### src/design/fat12_pkg.sv
package fat12_pkg;

  localparam int unsigned ADDR_W    = 13;
  localparam int unsigned CLUSTER_W = 12;
  localparam int unsigned LBA_W     = 20;
  localparam int unsigned PROD_W    = 20;

  localparam logic [CLUSTER_W-1:0] ENTRY_MASK         = 12'hfff;
  localparam logic [CLUSTER_W-1:0] END_MARK           = 12'hff8;
  localparam int unsigned          ODD_SHIFT          = 4;
  localparam logic [CLUSTER_W-1:0] FIRST_DATA_CLUSTER = 12'd2;
  localparam logic [LBA_W-1:0]     LBA_MAX            = 20'hfffff;

  localparam logic REG_DATA_START_LBA      = 1'b0;
  localparam logic REG_SECTORS_PER_CLUSTER = 1'b1;

  typedef enum logic [1:0] {
    KIND_WRITE = 2'd0,
    KIND_START = 2'd1,
    KIND_STEP  = 2'd2
  } kind_e;

  typedef enum logic [1:0] {
    STAT_OK          = 2'd0,
    STAT_NO_CHAIN    = 2'd1,
    STAT_LOW_CLUSTER = 2'd2
  } status_e;

  typedef enum logic {
    ST_IDLE = 1'b0,
    ST_LOAD = 1'b1
  } walk_state_e;

  typedef struct packed {
    logic              wr_en;
    logic [ADDR_W-1:0] wr_addr;
    logic [7:0]        wr_data;
    logic              rd_en;
    logic [ADDR_W-1:0] rd_addr;
  } table_req_t;

endpackage

### src/design/fat12_walk_ctrl.sv
module fat12_walk_ctrl import fat12_pkg::*; (
  input  logic                 clk_i,
  input  logic                 rst_ni,
  input  logic                 in_valid_i,
  output logic                 in_stall_o,
  input  logic [1:0]           kind_i,
  input  logic [ADDR_W-1:0]    table_address_i,
  input  logic [7:0]           table_byte_i,
  input  logic [CLUSTER_W-1:0] start_cluster_i,
  input  logic [15:0]          data_start_lba_i,
  input  logic [7:0]           sectors_per_cluster_i,
  output table_req_t           req_o,
  input  logic [7:0]           rd_lo_i,
  input  logic [7:0]           rd_hi_i,
  output logic                 out_valid_o,
  input  logic                 out_stall_i,
  output logic [LBA_W-1:0]     sector_lba_o,
  output logic [CLUSTER_W-1:0] cluster_number_o,
  output logic [CLUSTER_W-1:0] next_cluster_o,
  output logic                 chain_end_o,
  output logic [1:0]           status_o
);

  walk_state_e          state_q, state_d;
  logic [CLUSTER_W-1:0] cur_q, cur_d;
  logic                 active_q, active_d;
  logic [CLUSTER_W-1:0] cl_q, cl_d;
  status_e              stat_q, stat_d;
  logic [PROD_W-1:0]    prod_q, prod_d;

  logic                 out_valid_q, out_valid_d;
  logic [LBA_W-1:0]     out_lba_q, out_lba_d;
  logic [CLUSTER_W-1:0] out_cl_q, out_cl_d;
  logic [CLUSTER_W-1:0] out_next_q, out_next_d;
  logic                 out_end_q, out_end_d;
  logic [1:0]           out_stat_q, out_stat_d;

  logic                 in_accept;
  logic                 out_free;
  logic [15:0]          word;
  logic [CLUSTER_W-1:0] next_cl;
  logic                 next_end;
  logic [LBA_W:0]       lba_sum;
  logic [LBA_W-1:0]     lba_sat;
  logic [CLUSTER_W-1:0] cl_m2;

  assign in_stall_o = (state_q != ST_IDLE);
  assign in_accept  = in_valid_i && !in_stall_o;
  assign out_free   = !out_valid_q || !out_stall_i;

  assign word     = {rd_hi_i, rd_lo_i};
  assign next_cl  = cl_q[0] ? CLUSTER_W'(word >> ODD_SHIFT) : (word[CLUSTER_W-1:0] & ENTRY_MASK);
  assign next_end = next_cl >= END_MARK;
  assign lba_sum  = {{(LBA_W - 15){1'b0}}, data_start_lba_i} + {1'b0, prod_q};
  assign lba_sat  = (lba_sum > {1'b0, LBA_MAX}) ? LBA_MAX : lba_sum[LBA_W-1:0];
  assign cl_m2    = cur_q - FIRST_DATA_CLUSTER;

  always_comb begin
    state_d     = state_q;
    cur_d       = cur_q;
    active_d    = active_q;
    cl_d        = cl_q;
    stat_d      = stat_q;
    prod_d      = prod_q;
    out_valid_d = out_valid_q && out_stall_i;
    out_lba_d   = out_lba_q;
    out_cl_d    = out_cl_q;
    out_next_d  = out_next_q;
    out_end_d   = out_end_q;
    out_stat_d  = out_stat_q;
    req_o       = '0;

    case (state_q)
      ST_IDLE: begin
        if (in_accept) begin
          case (kind_e'(kind_i))
            KIND_WRITE: begin
              req_o.wr_en   = 1'b1;
              req_o.wr_addr = table_address_i;
              req_o.wr_data = table_byte_i;
            end
            KIND_START: begin
              cur_d    = start_cluster_i;
              active_d = 1'b1;
            end
            KIND_STEP: begin
              cl_d    = cur_q;
              prod_d  = PROD_W'({8'd0, cl_m2} * {12'd0, sectors_per_cluster_i});
              state_d = ST_LOAD;
              if (!active_q) begin
                stat_d = STAT_NO_CHAIN;
              end else if (cur_q < FIRST_DATA_CLUSTER) begin
                stat_d   = STAT_LOW_CLUSTER;
                active_d = 1'b0;
              end else begin
                stat_d        = STAT_OK;
                req_o.rd_en   = 1'b1;
                req_o.rd_addr = {1'b0, cur_q} + {2'b00, cur_q[CLUSTER_W-1:1]};
              end
            end
            default: begin
            end
          endcase
        end
      end
      ST_LOAD: begin
        if (out_free) begin
          out_valid_d = 1'b1;
          out_stat_d  = stat_q;
          out_lba_d   = '0;
          out_cl_d    = '0;
          out_next_d  = '0;
          out_end_d   = 1'b0;
          case (stat_q)
            STAT_OK: begin
              out_lba_d  = lba_sat;
              out_cl_d   = cl_q;
              out_next_d = next_cl;
              out_end_d  = next_end;
              if (next_end) begin
                active_d = 1'b0;
              end else begin
                cur_d = next_cl;
              end
            end
            STAT_LOW_CLUSTER: begin
              out_cl_d = cl_q;
            end
            default: begin
            end
          endcase
          state_d = ST_IDLE;
        end
      end
      default: begin
        state_d = ST_IDLE;
      end
    endcase
  end

  always_ff @(posedge clk_i or negedge rst_ni) begin
    if (!rst_ni) begin
      state_q     <= ST_IDLE;
      cur_q       <= '0;
      active_q    <= 1'b0;
      out_valid_q <= 1'b0;
    end else begin
      state_q     <= state_d;
      cur_q       <= cur_d;
      active_q    <= active_d;
      out_valid_q <= out_valid_d;
    end
  end

  always_ff @(posedge clk_i) begin
    cl_q       <= cl_d;
    stat_q     <= stat_d;
    prod_q     <= prod_d;
    out_lba_q  <= out_lba_d;
    out_cl_q   <= out_cl_d;
    out_next_q <= out_next_d;
    out_end_q  <= out_end_d;
    out_stat_q <= out_stat_d;
  end

  assign out_valid_o      = out_valid_q;
  assign sector_lba_o     = out_lba_q;
  assign cluster_number_o = out_cl_q;
  assign next_cluster_o   = out_next_q;
  assign chain_end_o      = out_end_q;
  assign status_o         = out_stat_q;

endmodule

### config.mk
export PLATFORM = sky130hd
export DESIGN_NAME = fat12_walk_ctrl
export DESIGN_NICKNAME = d
export VERILOG_FILES = /design/src/design/fat12_pkg.sv /design/src/design/fat12_walk_ctrl.sv
export SDC_FILE = /design/constraint.sdc
export NUM_CORES = 1
export LEC_CHECK = 0
export BUFFER_PORTS_ARGS = -buffer_cell sky130_fd_sc_hd__buf_2
export CAP_MARGIN = 20
export CORE_MARGIN = 10
export CORE_UTILIZATION = 62
export DETAILED_ROUTE_END_ITERATION = 10
export PLACE_DENSITY = 0.95
export SLEW_MARGIN = 20
export SYNTH_ARGS = -nofsm -noshare
export SYNTH_HDL_FRONTEND = slang
export SYNTH_SLANG_ARGS = --single-unit
### constraint.sdc
create_clock -name clk_i -period 11.49 [get_ports clk_i]
set_clock_uncertainty 0.05 [all_clocks]
set_input_delay 1.149 -clock clk_i [delete_from_list [all_inputs] [get_ports clk_i]]
set_output_delay 1.149 -clock clk_i [all_outputs]
set_load 0.01 [all_outputs]
==> metrics.md <==
| Metric | Value |
|---|---|
| Number of hold-repair buffers added at the cts stage | `0` |
| Max H-tree Level | `3` |
| Number of failing setup endpoints in the final timing report | `0` |
| Number of global-route vias before repair | `7,173` |
| Final wirelength | `22.0 mm` |
| Post-placement worst setup slack | `5.22 ns` |
| # DRC | `0` |
| Cells taking the most area after synthesis | `edfxtp_1, fa_1, ha_1` |
| Minimum clock period after layout | `around 6.4 ns` |
| Area of the multi-input gates | `approximately 0.0054 mm²` |
| Post-layout instance count excluding filler cells | `1,194` |
| Depth of the worst register-to-register path | `20` |
| Placer congestion estimate | `between 0.9 and 1` |
| Number of buffers added by the clock tree synthesis step | `9` |
| Worst endpoint required time | `11.54 ns` |
| Violation count after the first detailed-route iteration | `670` |
| Most numerous cell in the Yosys netlist | `inv_1` |
| Instance count along the most critical hold path | `0` |
| Hold path start | `stat_q[1]$_SDFFCE_PN0P_` |
| Flip-flop cell with the highest count after synthesis | `edfxtp_1` |
| Min-delay worst type | `reg -> reg` |
| Proportion of layout cells with a drive suffix above 1 | `20.8%` |
| Total iterations of the first detailed-routing run | `5` |
| Root cell of the clock tree | `clkbuf_16` |
| Std-Cell Rows | `43` |
| Global Route Usage Sum | `22.9%` |
| Capture endpoint of the worst hold path | `status_o[1]$_DFFE_PP_` |
| Arr. time, crit path | `approximately 6.4 ns` |
| Reg clk slew, reported paths | `0.08 ns` |
| Number of top-level pins | `164` |
| Synthesized area per cell | `between 10 and 15 µm²` |
| Post-CTS setup-driven buffer insertion count | `0` |
| Number of antenna violations at the first check in global routing | `1` |
| Width of the die | `138 µm` |
| Period utilisation layout | `55.4%` |
| Ranking of synthesized cells by instance count | `inv_1, ha_1, edfxtp_1` |
| R2r startpoint | `cur_q[3]$_DFFE_PN0P_` |
| Die area | `0.0191 mm²` |
| Result of the run | `complete, no violations` |
| Critical path's most frequent cell | `fa_1` |
| Insertion delay to the later sink of the worst-skew pair | `0.35 ns` |
| Average wire length per cell after detail routing | `18.4 µm` |
| Worst rel slew slack | `roughly 40%` |
| Net count after synthesis | `about 1,100` |
| Number of resized instances in the post-cts repair step | `0` |
| Yosys warning count | `0` |
| Sink count of the clock tree | `between 90 and 100` |
| Highest attainable clock frequency | `157 MHz` |
| Via density | `5.76` |
| Max-cap viol count | `0` |
| DP Wirelength | `16.9 mm` |
| Via count | `6,881` |
| Final antenna-violating net count | `0` |
| First-pass GRT wire length | `36.4 mm` |
| Total global routing overflow | `0` |
| Number of instances in the synthesized netlist | `~860` |
| Endpoint of the most critical register-to-register path | `prod_q[18]$_DFFE_PP_` |
| Critical Setup Path Class | `reg -> reg` |
| Synth area leader | `edfxtp_1` |
| Max Root-Sink Buffers | `2` |
| Count of cell types in the netlist | `59` |
| Critical-path cell list | `inv_1 -> ha_1 -> a21boi_1 -> o21ai_0 -> a21boi_1 -> o21ai_0 -> xnor2_1 -> nor2b_1 -> fa_1 -> fa_1 -> fa_1 -> inv_1 -> fa_1 -> inv_1 -> ha_1 -> and4_1 -> a2111oi_2 -> o21bai_1 -> a21oi_1 -> xnor2_1` |
| Kind of cell adding the most delay to the critical path | `adder cells` |
| Number of fill cells in the layout | `between 900 and 1,000` |
| Placeable core region | `0.0138 mm²` |
| Sequential cell area in the final layout | `roughly 0.0028 mm²` |
| Die Ht | `138 µm` |
| Final-report hold violation count | `0` |
| Number of cells after detailed placement | `1,177` |
| Top cell type's share of synthesized area | `28.0%` |
| Worst reg2reg setup slack | `5.12 ns` |
| Fin worst setup slack | `roughly 5.1 ns` |
| Type of origin of the critical path | `flip-flop` |
| Master of the slowest instance on the critical path | `xnor2_1` |
| Final #Nets | `1,234` |
| Finished Core Util | `72.2%` |
| Growth of design area from synthesis to finish | `14.7%` |
| Post-synth design cell area | `around 0.0087 mm²` |
| Crit path buffers/inverters | `3` |
| Maximum net fanout on the critical path | `8` |
| FFs w/ async S/R, synth | `15.6%` |
| Max Slew Vio Count | `0` |
| Initial cell density of the core | `between 60% and 70%` |
| Count of flip-flops with a built-in enable after synthesis | `81` |
| Unrepaired setup endpoints after global routing | `false` |
| Count of buffers inserted at the top-level ports | `around 160` |
| Pin count of the biggest net entering global routing | `48` |
| Delay of the slowest cell on the worst path | `0.58 ns` |
| Category of the worst setup path capture point | `flip-flop` |
| Clock tree from TritonCTS | `built` |
| Sequential area share after synthesis | `32.4%` |
| FF+latch count, synth | `96` |
| Slew at the pin closest to its max-slew limit | `0.905 ns` |
| TNS Setup | `0 ns` |
flip-flops by register name, summed over array words and instances (netlist names):
signal	flops
next_cluster_o	12
prod_q	20
in_stall_o	1
cluster_number_o	12
out_valid_o	1
stat_q	2
sector_lba_o	20
cl_q	12
active_q	1
cur_q	12
status_o	2
chain_end_o	1
layout make-up:
class | instances | share of cell area [%]
multi-input cells | 625 | 53.8
flip-flops and latches | 96 | 28.2
repair buffers | 167 | 8.50
inverters | 109 | 4.11
clock buffers | 10 | 2.30
well taps | 180 | 2.26
clock inverters | 6 | 0.755
diodes | 1 | 0.0252
cells by family (layout without fill, tap and decap cells):
group	Yosys count	in the layout	share of synthesized area, %
xor+xnor	47	47	4.75
other cells	0	1	0
flops	96	96	32.4
mux	26	26	3.03
fa+ha+maj	147	147	26.6
buf+inv	135	292	5.93
simple gates	262	262	16.2
compound gates	143	143	11.1
routing by layer:
metal,vias up,GRT usage [%],share of wire [%]
met1,3340,27.4,39
met4,0,8.99,3.3
met3,63,4.38,7.0
li1,3173,-,-
met2,305,39.6,51
met5,-,0,0
cells in the final DEF, fill, tap and decap left out, types with 3 or more instances in the layout:
cell type / n
and2_1: 50
a211oi_1: 3
fa_1: 62
edfxtp_1: 81
nand2b_1: 14
or2_2: 3
ha_1: 85
clkbuf_16: 9
o21a_1: 6
a21o_1: 11
xor2_1: 18
a21oi_2: 10
nor2b_1: 67
nand3_1: 9
nor3_1: 9
and3_1: 6
o21ai_0: 30
o21bai_1: 6
buf_4: 4
nor3b_1: 3
buf_2: 163
inv_1: 109
nand2_1: 50
mux2i_1: 24
a21oi_1: 45
a31oi_1: 6
o211ai_1: 3
nor2_1: 40
xnor2_1: 29
dfrtp_1: 15
worst register-to-register path: stages (launching register included):
cell	delay [ns]
dfrtp_1	0.46
inv_1	0.18
ha_1	0.18
a21boi_1	0.28
o21ai_0	0.19
a21boi_1	0.30
o21ai_0	0.15
xnor2_1	0.58
nor2b_1	0.15
fa_1	0.52
fa_1	0.45
fa_1	0.56
inv_1	0.06
fa_1	0.54
inv_1	0.05
ha_1	0.38
and4_1	0.28
a2111oi_2	0.40
o21bai_1	0.14
a21oi_1	0.19
xnor2_1	0.08
metrics by stage:
stage	hold WS [ns]	area [µm²]
floorplan	0.393	8670
global placement	0.396	9640
detailed placement	0.410	9640
CTS	0.451	9940
global route	0.478	9950
finish	0.460	9950
how the worst max path moves through the flow:
stage,from,to,slack (ns),depth (start not counted)
2_1_floorplan,cur_q[2]$_DFFE_PN0P_,prod_q[17]$_DFFE_PP_,5.93,21
3_3_place_gp,cur_q[1]$_DFFE_PN0P_,prod_q[17]$_DFFE_PP_,5.63,20
3_5_place_dp,cur_q[2]$_DFFE_PN0P_,prod_q[18]$_DFFE_PP_,5.22,20
4_1_cts,cur_q[3]$_DFFE_PN0P_,prod_q[18]$_DFFE_PP_,5.14,20
5_1_grt,cur_q[3]$_DFFE_PN0P_,prod_q[19]$_DFFE_PP_,4.73,21
6_report,cur_q[3]$_DFFE_PN0P_,prod_q[18]$_DFFE_PP_,5.12,20
Power is left out: the tool's default activity adds up to more than one toggle a clock period on the data nets, which glitch-free logic cannot reach.
